==> src/rtl/core/hcbd_pkg.sv <==
// ----------------------------------------------------------------------------
// hcbd_pkg
// Shared types and constants for the chunked body decoder.
// ----------------------------------------------------------------------------
package hcbd_pkg;

    // longest size line in bytes, digits plus CR LF
    localparam int SIZE_LINE_MAX = 6;
    localparam int LP_W          = $clog2(SIZE_LINE_MAX);

    localparam int QUEUE_DEPTH   = 2;
    localparam int QPTR_W        = $clog2(QUEUE_DEPTH);

    // one classified input word
    typedef struct packed {
        logic       closed;
        logic [7:0] data;
        logic       is_hex;
        logic [3:0] hex_val;
        logic       is_cr;
        logic       is_lf;
    } t_item;

    typedef struct packed {
        logic        limit_enable;
        logic [31:0] body_limit;
    } t_cfg;

endpackage

==> src/rtl/core/hcbd_front.sv <==
// ----------------------------------------------------------------------------
// hcbd_front
// Input side: takes words while the queue has room and classifies each byte.
// ----------------------------------------------------------------------------
module hcbd_front (
    input  logic          i_valid,
    output logic          o_ready,
    input  logic [7:0]    i_data_byte,
    input  logic          i_stream_end,
    input  logic          i_full,
    output logic          o_push,
    output hcbd_pkg::t_item o_item
);
    import hcbd_pkg::*;

    logic [7:0] w_b;

    assign w_b     = i_data_byte;
    assign o_ready = ~i_full;
    assign o_push  = i_valid & ~i_full;

    always_comb begin
        o_item.closed  = i_stream_end;
        o_item.data    = w_b;
        o_item.is_cr   = (w_b == 8'h0D);
        o_item.is_lf   = (w_b == 8'h0A);
        o_item.is_hex  = 1'b0;
        o_item.hex_val = 4'd0;
        if (w_b >= 8'h30 && w_b <= 8'h39) begin
            o_item.is_hex  = 1'b1;
            o_item.hex_val = 4'(w_b - 8'h30);
        end else if (w_b >= 8'h41 && w_b <= 8'h46) begin
            o_item.is_hex  = 1'b1;
            o_item.hex_val = 4'(w_b - 8'h41 + 8'd10);
        end else if (w_b >= 8'h61 && w_b <= 8'h66) begin
            o_item.is_hex  = 1'b1;
            o_item.hex_val = 4'(w_b - 8'h61 + 8'd10);
        end
    end

endmodule

==> src/rtl/core/hcbd_queue.sv <==
// ----------------------------------------------------------------------------
// hcbd_queue
// Short FIFO of classified words between the front and back ends.
// ----------------------------------------------------------------------------
module hcbd_queue (
    input  logic            i_clk,
    input  logic            i_rst_n,
    input  logic            i_push,
    input  hcbd_pkg::t_item i_item,
    output logic            o_full,
    input  logic            i_pop,
    output logic            o_nonempty,
    output hcbd_pkg::t_item o_item
);
    import hcbd_pkg::*;

    t_item             r_mem [QUEUE_DEPTH];
    logic [QPTR_W-1:0] r_wr_ptr, n_wr_ptr;
    logic [QPTR_W-1:0] r_rd_ptr, n_rd_ptr;
    logic [QPTR_W:0]   r_count, n_count;
    logic              w_pop;

    assign o_full     = (r_count == (QPTR_W+1)'(QUEUE_DEPTH));
    assign o_nonempty = (r_count != '0);
    assign o_item     = r_mem[r_rd_ptr];
    assign w_pop      = i_pop & o_nonempty;

    always_comb begin
        n_wr_ptr = r_wr_ptr;
        n_rd_ptr = r_rd_ptr;
        n_count  = r_count;
        if (i_push) begin
            n_wr_ptr = (r_wr_ptr == QPTR_W'(QUEUE_DEPTH-1)) ? '0 : r_wr_ptr + 1'b1;
        end
        if (w_pop) begin
            n_rd_ptr = (r_rd_ptr == QPTR_W'(QUEUE_DEPTH-1)) ? '0 : r_rd_ptr + 1'b1;
        end
        case ({i_push, w_pop})
            2'b10:   n_count = r_count + 1'b1;
            2'b01:   n_count = r_count - 1'b1;
            default: n_count = r_count;
        endcase
    end

    always_ff @(posedge i_clk) begin
        if (!i_rst_n) begin
            r_wr_ptr <= '0;
            r_rd_ptr <= '0;
            r_count  <= '0;
        end else begin
            r_wr_ptr <= n_wr_ptr;
            r_rd_ptr <= n_rd_ptr;
            r_count  <= n_count;
        end
    end

    always_ff @(posedge i_clk) begin
        if (i_push) begin
            r_mem[r_wr_ptr] <= i_item;
        end
    end

endmodule

==> src/rtl/core/hcbd_back.sv <==
// ----------------------------------------------------------------------------
// hcbd_back
// Parser state machine: size line, payload, skip bytes, budget, end states.
// Holds the result in an output register.
// ----------------------------------------------------------------------------
module hcbd_back (
    input  logic            i_clk,
    input  logic            i_rst_n,
    input  hcbd_pkg::t_cfg  i_cfg,
    input  logic            i_nonempty,
    input  hcbd_pkg::t_item i_item,
    output logic            o_pop,
    output logic            o_valid,
    input  logic            i_ready,
    output logic [7:0]      o_out_byte,
    output logic            o_out_valid,
    output logic [2:0]      o_status
);
    import hcbd_pkg::*;

    localparam logic [2:0] PH_SIZE     = 3'd0;
    localparam logic [2:0] PH_LF       = 3'd1;
    localparam logic [2:0] PH_BODY     = 3'd2;
    localparam logic [2:0] PH_COMPLETE = 3'd3;
    localparam logic [2:0] PH_BUDGET   = 3'd4;
    localparam logic [2:0] PH_ENC_ERR  = 3'd5;
    localparam logic [2:0] PH_OVER     = 3'd6;
    localparam logic [2:0] PH_LOST     = 3'd7;

    localparam logic [LP_W-1:0] LP_DIGIT_MAX = LP_W'(SIZE_LINE_MAX - 3);

    logic [2:0]      r_phase, n_phase;
    logic [LP_W-1:0] r_line_pos, n_line_pos;
    logic [15:0]     r_chunk_len, n_chunk_len;
    logic [16:0]     r_remaining, n_remaining;
    logic [31:0]     r_body_count, n_body_count;
    logic            r_final, n_final;
    logic            r_valid;
    logic [7:0]      r_out_byte, n_out_byte;
    logic            r_out_valid, n_out_valid;

    logic [31:0] w_left;
    logic [16:0] w_rem_dec;

    assign o_pop       = i_nonempty & (~r_valid | i_ready);
    assign o_valid     = r_valid;
    assign o_out_byte  = r_out_byte;
    assign o_out_valid = r_out_valid;
    assign o_status    = (r_phase > PH_BODY) ? 3'(r_phase - PH_BODY) : 3'd0;

    assign w_left    = (i_cfg.body_limit > r_body_count) ?
                       (i_cfg.body_limit - r_body_count) : 32'd0;
    assign w_rem_dec = r_remaining - 17'd1;

    always_comb begin
        n_phase      = r_phase;
        n_line_pos   = r_line_pos;
        n_chunk_len  = r_chunk_len;
        n_remaining  = r_remaining;
        n_body_count = r_body_count;
        n_final      = r_final;
        n_out_byte   = 8'd0;
        n_out_valid  = 1'b0;
        case (r_phase)
            PH_SIZE: begin
                if (r_line_pos == '0 && i_cfg.limit_enable &&
                    r_body_count >= i_cfg.body_limit) begin
                    n_phase = PH_BUDGET;
                end else if (i_item.closed) begin
                    n_phase = PH_ENC_ERR;
                end else if (i_item.is_cr) begin
                    if (r_line_pos == '0) begin
                        n_phase = PH_ENC_ERR;
                    end else begin
                        n_phase    = PH_LF;
                        n_line_pos = r_line_pos + 1'b1;
                    end
                end else if (!i_item.is_hex || r_line_pos > LP_DIGIT_MAX) begin
                    n_phase = PH_ENC_ERR;
                end else if (r_chunk_len[15:12] != 4'd0) begin
                    n_phase = PH_ENC_ERR;
                end else begin
                    n_chunk_len = {r_chunk_len[11:0], i_item.hex_val};
                    n_line_pos  = r_line_pos + 1'b1;
                end
            end
            PH_LF: begin
                if (i_item.closed || !i_item.is_lf) begin
                    n_phase = PH_ENC_ERR;
                end else if (i_cfg.limit_enable && ({16'd0, r_chunk_len} > w_left)) begin
                    n_phase = PH_OVER;
                end else begin
                    n_final     = (r_chunk_len == 16'd0);
                    n_remaining = {1'b0, r_chunk_len} + 17'd2;
                    n_phase     = PH_BODY;
                end
            end
            PH_BODY: begin
                if (i_item.closed) begin
                    n_phase = PH_LOST;
                end else begin
                    if (r_remaining > 17'd2) begin
                        n_out_byte  = i_item.data;
                        n_out_valid = 1'b1;
                        if (r_body_count != 32'hFFFF_FFFF) begin
                            n_body_count = r_body_count + 32'd1;
                        end
                    end
                    // remaining is at least two on entry, never zero here
                    n_remaining = w_rem_dec;
                    if (w_rem_dec == 17'd0) begin
                        if (r_final) begin
                            n_phase = PH_COMPLETE;
                        end else begin
                            n_phase     = PH_SIZE;
                            n_line_pos  = '0;
                            n_chunk_len = 16'd0;
                        end
                    end
                end
            end
            default: begin
                // end states are sticky
                n_phase = r_phase;
            end
        endcase
    end

    always_ff @(posedge i_clk) begin
        if (!i_rst_n) begin
            r_phase      <= PH_SIZE;
            r_line_pos   <= '0;
            r_chunk_len  <= 16'd0;
            r_remaining  <= 17'd0;
            r_body_count <= 32'd0;
            r_final      <= 1'b0;
            r_valid      <= 1'b0;
        end else begin
            if (o_pop) begin
                r_phase      <= n_phase;
                r_line_pos   <= n_line_pos;
                r_chunk_len  <= n_chunk_len;
                r_remaining  <= n_remaining;
                r_body_count <= n_body_count;
                r_final      <= n_final;
                r_valid      <= 1'b1;
            end else if (i_ready) begin
                r_valid <= 1'b0;
            end
        end
    end

    always_ff @(posedge i_clk) begin
        if (o_pop) begin
            r_out_byte  <= n_out_byte;
            r_out_valid <= n_out_valid;
        end
    end

endmodule

==> src/rtl/core/http_chunked_body_decoder_top.sv <==
// ----------------------------------------------------------------------------
// http_chunked_body_decoder_top
// Chunked transfer body decoder with optional payload byte budget.
//
//   channel  direction  handshake          payload
//   input    in         i_valid / o_ready  i_data_byte, i_stream_end
//   result   out        o_valid / i_ready  o_out_byte, o_out_valid, o_status
//   config   in         APB psel/penable   paddr, pwdata, prdata
//
// One word in, one result out; sustained rate is one word per cycle while
// the output is not stalled. Words are classified into the queue, then the
// parser state machine loads the output register. Reset is synchronous,
// active low, and clears parser state and the queue. A stalled output holds
// the result while the two-entry queue keeps taking words until it fills.
// ----------------------------------------------------------------------------
module http_chunked_body_decoder_top (
    input  logic        i_clk,
    input  logic        i_rst_n,
    input  logic        i_valid,
    output logic        o_ready,
    input  logic [7:0]  i_data_byte,
    input  logic        i_stream_end,
    output logic        o_valid,
    input  logic        i_ready,
    output logic [7:0]  o_out_byte,
    output logic        o_out_valid,
    output logic [2:0]  o_status,
    input  logic        psel,
    input  logic        penable,
    input  logic        pwrite,
    input  logic [2:0]  paddr,
    input  logic [31:0] pwdata,
    output logic [31:0] prdata,
    output logic        pready
);
    import hcbd_pkg::*;

    localparam logic REG_LIMIT_ENABLE = 1'b0;
    localparam logic REG_BODY_LIMIT   = 1'b1;

    t_cfg  r_cfg;
    t_item w_front_item;
    t_item w_queue_item;
    logic  w_push;
    logic  w_full;
    logic  w_nonempty;
    logic  w_pop;

    assign pready = 1'b1;
    assign prdata = (paddr[2] == REG_BODY_LIMIT) ? r_cfg.body_limit :
                    {31'd0, r_cfg.limit_enable};

    always_ff @(posedge i_clk) begin
        if (!i_rst_n) begin
            r_cfg <= '0;
        end else if (psel && penable && pwrite) begin
            case (paddr[2])
                REG_LIMIT_ENABLE: r_cfg.limit_enable <= pwdata[0];
                REG_BODY_LIMIT:   r_cfg.body_limit   <= pwdata;
                default:          r_cfg              <= r_cfg;
            endcase
        end
    end

    hcbd_front u_front (
        .i_valid      (i_valid),
        .o_ready      (o_ready),
        .i_data_byte  (i_data_byte),
        .i_stream_end (i_stream_end),
        .i_full       (w_full),
        .o_push       (w_push),
        .o_item       (w_front_item)
    );

    hcbd_queue u_queue (
        .i_clk      (i_clk),
        .i_rst_n    (i_rst_n),
        .i_push     (w_push),
        .i_item     (w_front_item),
        .o_full     (w_full),
        .i_pop      (w_pop),
        .o_nonempty (w_nonempty),
        .o_item     (w_queue_item)
    );

    hcbd_back u_back (
        .i_clk       (i_clk),
        .i_rst_n     (i_rst_n),
        .i_cfg       (r_cfg),
        .i_nonempty  (w_nonempty),
        .i_item      (w_queue_item),
        .o_pop       (w_pop),
        .o_valid     (o_valid),
        .i_ready     (i_ready),
        .o_out_byte  (o_out_byte),
        .o_out_valid (o_out_valid),
        .o_status    (o_status)
    );

endmodule
==> config.mk <==
export PLATFORM = sky130hd
export DESIGN_NAME = http_chunked_body_decoder_top
export DESIGN_NICKNAME = d
export VERILOG_FILES = /design/src/rtl/core/hcbd_pkg.sv /design/src/rtl/core/hcbd_front.sv /design/src/rtl/core/hcbd_queue.sv /design/src/rtl/core/hcbd_back.sv /design/src/rtl/core/http_chunked_body_decoder_top.sv
export SDC_FILE = /design/constraint.sdc
export NUM_CORES = 1
export LEC_CHECK = 0
export BUFFER_PORTS_ARGS = -buffer_cell sky130_fd_sc_hd__clkbuf_2
export CELL_PAD_IN_SITES_DETAIL_PLACEMENT = 1
export CELL_PAD_IN_SITES_GLOBAL_PLACEMENT = 2
export CORE_MARGIN = 4
export CORE_UTILIZATION = 25
export CTS_CLUSTER_SIZE = 12
export DETAILED_ROUTE_END_ITERATION = 8
export PLACE_DENSITY_LB_ADDON = 0.15
export SETUP_SLACK_MARGIN = 0.5
export SYNTH_ARGS = -nofsm -noshare
export SYNTH_HDL_FRONTEND = slang
export SYNTH_SLANG_ARGS = --single-unit
==> constraint.sdc <==
create_clock -name i_clk -period 7.5 [get_ports i_clk]
set_input_delay 0.375 -clock i_clk [delete_from_list [all_inputs] [get_ports i_clk]]
set_output_delay 0.375 -clock i_clk [all_outputs]
set_load 0.02 [all_outputs]
==> flow_metrics.env <==
export IMPL_path_buf_inv=2
export IMPL_drv_slew=0
export IMPL_first_iter_violations=394
export IMPL_area_growth_pct=14.3
export IMPL_cp_startpoint="r_cfg[0]"
export IMPL_clockBufferDepth=2
export IMPL_yosysWarnings=0
export IMPL_synth_area_top_cells="dfxtp_1 22%, edfxtp_1 12%, ha_1 7.5%"
export IMPL_min_path_type="input port to flip-flop"
export IMPL_avgSynthCellArea_um2=8.14
export IMPL_hpwlAfterDp_um=25200
export IMPL_syn_inst=1242
export IMPL_end_kind="flip-flop"
export IMPL_die_y_um=209
export IMPL_clock_latency_ps=460
export IMPL_ir_worst_vdd_v=0.000161
export IMPL_async_reset_ff_share_pct=0
export IMPL_crit_chain="inv_1 > ha_1 > inv_1 > fa_1 > a211oi_2 > o211a_1 > a211oi_4 > o21ai_1 > a21oi_1 > o31a_1 > nand2_1 > ha_1 > nand4_1 > nor2_1 > a21oi_1 > o211ai_1 > a211oi_1 > nor4_1 > nand4_1 > o21ba_2 > o21ai_2 > o221a_2"
export IMPL_max_cap_violations=0
export IMPL_fin_tns_setup_ps=0
export IMPL_finalCritPeriodShare_pct=77.7
export IMPL_worstPathRequired_ps=7890
export IMPL_cts_clk_slew_worst_paths_ps=70
export IMPL_initial_utilization_pct=25.4
export IMPL_io_pins=98
export IMPL_crit_path_max_incr_delay_ps=720
export IMPL_drive_above_1_share_pct=13.9
export IMPL_synth_edf_count=41
export IMPL_criticalPathCategory="flip-flop to flip-flop"
export IMPL_grt_first_pass_wirelength_um=53300
export IMPL_power_density_nw_per_um2=228
export IMPL_cts_inserted_buffers=17
export IMPL_cts_tree="done"
export IMPL_synth_largest_area_cell="dfxtp_1"
export IMPL_clock_sinks=152
export IMPL_path_max_fanout=22
export IMPL_wl_um=33200
export IMPL_cpMaxStageDelayCell="o31a_1"
export IMPL_viasPerCell=4.94
export IMPL_ys_seq_elements=152
export IMPL_power_leakage_nw=4.49
export IMPL_num_vias=9092
export IMPL_ys_types=87
export IMPL_synth_ff_type="dfxtp_1"
export IMPL_gp_congestion=0.805
export IMPL_firstDrtPassIters=4
export IMPL_yosys_area_top_type_share_pct=22.0
export IMPL_slew_headroom_pct=41.3
export IMPL_wl_per_cell_um=18.0
export IMPL_rsz0062_at_grt="false"
export IMPL_seq_area_frac_synth_pct=34.2
export IMPL_final_core_util_pct=29.0
export IMPL_worst_pin_slew_ps=879
export IMPL_grt_ovfl_total=0
export IMPL_min_period_ps=5830
export IMPL_rows=73
export IMPL_final_cell_area_um2=11600
export IMPL_fin_skew_ps=17.9
export IMPL_arrival_ps=6220
export IMPL_syn_num_nets=1355
export IMPL_drc_errors=0
export IMPL_synth_area_um2=10100
export IMPL_status="finished, final reports clean"
export IMPL_hold_buffers=0
export IMPL_num_antenna_cells=0
export IMPL_r2r_start="r_cfg[0]"
export IMPL_ant_nets=0
export IMPL_grt_pass1_vias=9261
export IMPL_portBuffers=94
export IMPL_cts_setup_buffers=0
export IMPL_fmax_mhz=172
export IMPL_die_x_um=209
export IMPL_hold_viol_final=0
export IMPL_die_area_um2=43700
export IMPL_antenna_found_initial=1
export IMPL_setup_violations=0
export IMPL_worst_setup_path_start_kind="flip-flop"
export IMPL_core_um2=39800
export IMPL_grt_max_degree=49
export IMPL_hold_start="i_stream_end"
export IMPL_place_area_um2=11000
export IMPL_nets=1415
export IMPL_critPathTopFamily="compound AO/OA/AOI/OAI gates"
export IMPL_grt_usage_pct=15.2
export IMPL_clockRootBuffer="clkbuf_16"
export IMPL_ctsResizeCount=0
export IMPL_h_tree_depth=4
synth_stat cells, types with 14 or more instances:
library cell	instances
and2_1	36
nand3_1	38
nand4_1	28
xor2_1	16
a22o_1	17
mux2i_1	14
nor3_1	31
a21oi_1	119
o21ai_0	47
inv_1	56
ha_1	61
nand2_1	168
o211ai_1	17
dfxtp_1	111
clkbuf_1	37
edfxtp_1	41
xnor2_1	46
nor2_1	116
nor4_1	17
power breakdown:
group	switching, mW	total (mW)	internal [mW]
sequential	0.0547	0.983	0.928
combinational	0.489	0.768	0.278
clock	0.416	0.889	0.472
cell type report:
cell class / instances / area, µm²
well taps: 525 / 657
repair buffers: 107 / 568
inverters: 57 / 214
clock buffers: 18 / 429
clock inverters: 14 / 154
fillers: 4852 / 28300
flip-flops and latches: 152 / 3450
multi-input cells: 967 / 6080
metal layers:
metal	part of all wire, %	GRT usage [%]	vias to the layer above
li1	-	-	4565
met3	2.5	2.33	19
met5	0	0	-
met4	1.1	3.58	0
met1	53	22.5	4388
met2	43	23.1	120
metrics by stage:
step | instances | hold slack, ps | power [mW] | worst slack (ps)
after floorplan | 1242 | 446 | 1.55 | 2610
after global placement | 1808 | 461 | 1.78 | 1620
after detailed placement | 1808 | 468 | 1.78 | 1560
after CTS | 1840 | 84.3 | 2.69 | 1530
after global routing | 1840 | 103 | 2.81 | 1000
final | 1840 | 110 | 2.64 | 1670
registers in the layout, summed over array words and instances, names as in the netlist, 2 cells and up, named ones only:
| name | cells |
|---|---|
| u_back.o_out_byte | 8 |
| u_back.r_chunk_len | 16 |
| u_back.r_body_count | 32 |
| u_back.r_remaining | 17 |
| u_queue.r_mem | 32 |
| r_cfg | 33 |
| u_back.r_phase | 3 |
| u_back.r_line_pos | 3 |
| u_queue.r_count | 2 |
layout by cell type, fill, tap and decap left out, types with 9 or more instances in the layout:
master / count
a22o_1: 17
o211ai_1: 17
mux2_2: 9
o21ai_1: 9
a21o_1: 11
o21ai_0: 47
xnor2_1: 46
and3_1: 10
edfxtp_1: 41
nor2_1: 115
a211oi_1: 10
buf_4: 13
a21oi_1: 119
or3_1: 13
o32ai_1: 11
xor2_1: 16
dfxtp_1: 111
nor4_1: 17
ha_1: 61
inv_1: 56
nand3_1: 38
nor2b_1: 9
mux2i_1: 14
nor3_1: 30
clkbuf_16: 17
nand4_1: 28
and2_1: 36
nand2_1: 168
clkbuf_2: 94
path summary, 6_finish.rpt:
kind              depth (start not counted)  slack, ps               endpoint
hold / removal                            1        110   u_queue.r_mem[1][15]
setup / recovery                         22       1670  u_back.r_remaining[7]
hold reg to reg                           2        470              r_cfg[31]
setup reg to reg                         22       1670  u_back.r_remaining[7]
kinds of logic (layout without fill, tap and decap cells):
kind of cell	count (synthesis)	in the layout	synth area share, %
xor gates and xnor gates	62	62	5.37
DFF	152	152	34.2
AOI/OAI and AO/OA	318	318	20.7
adders and majority gates	62	62	7.75
buffers and inverters	123	196	5.75
other	1	1	0.0371
muxes	23	23	2.39
and+or+nand+nor	501	501	23.8
No activity file was read; power rests on OpenSTA's default activity.
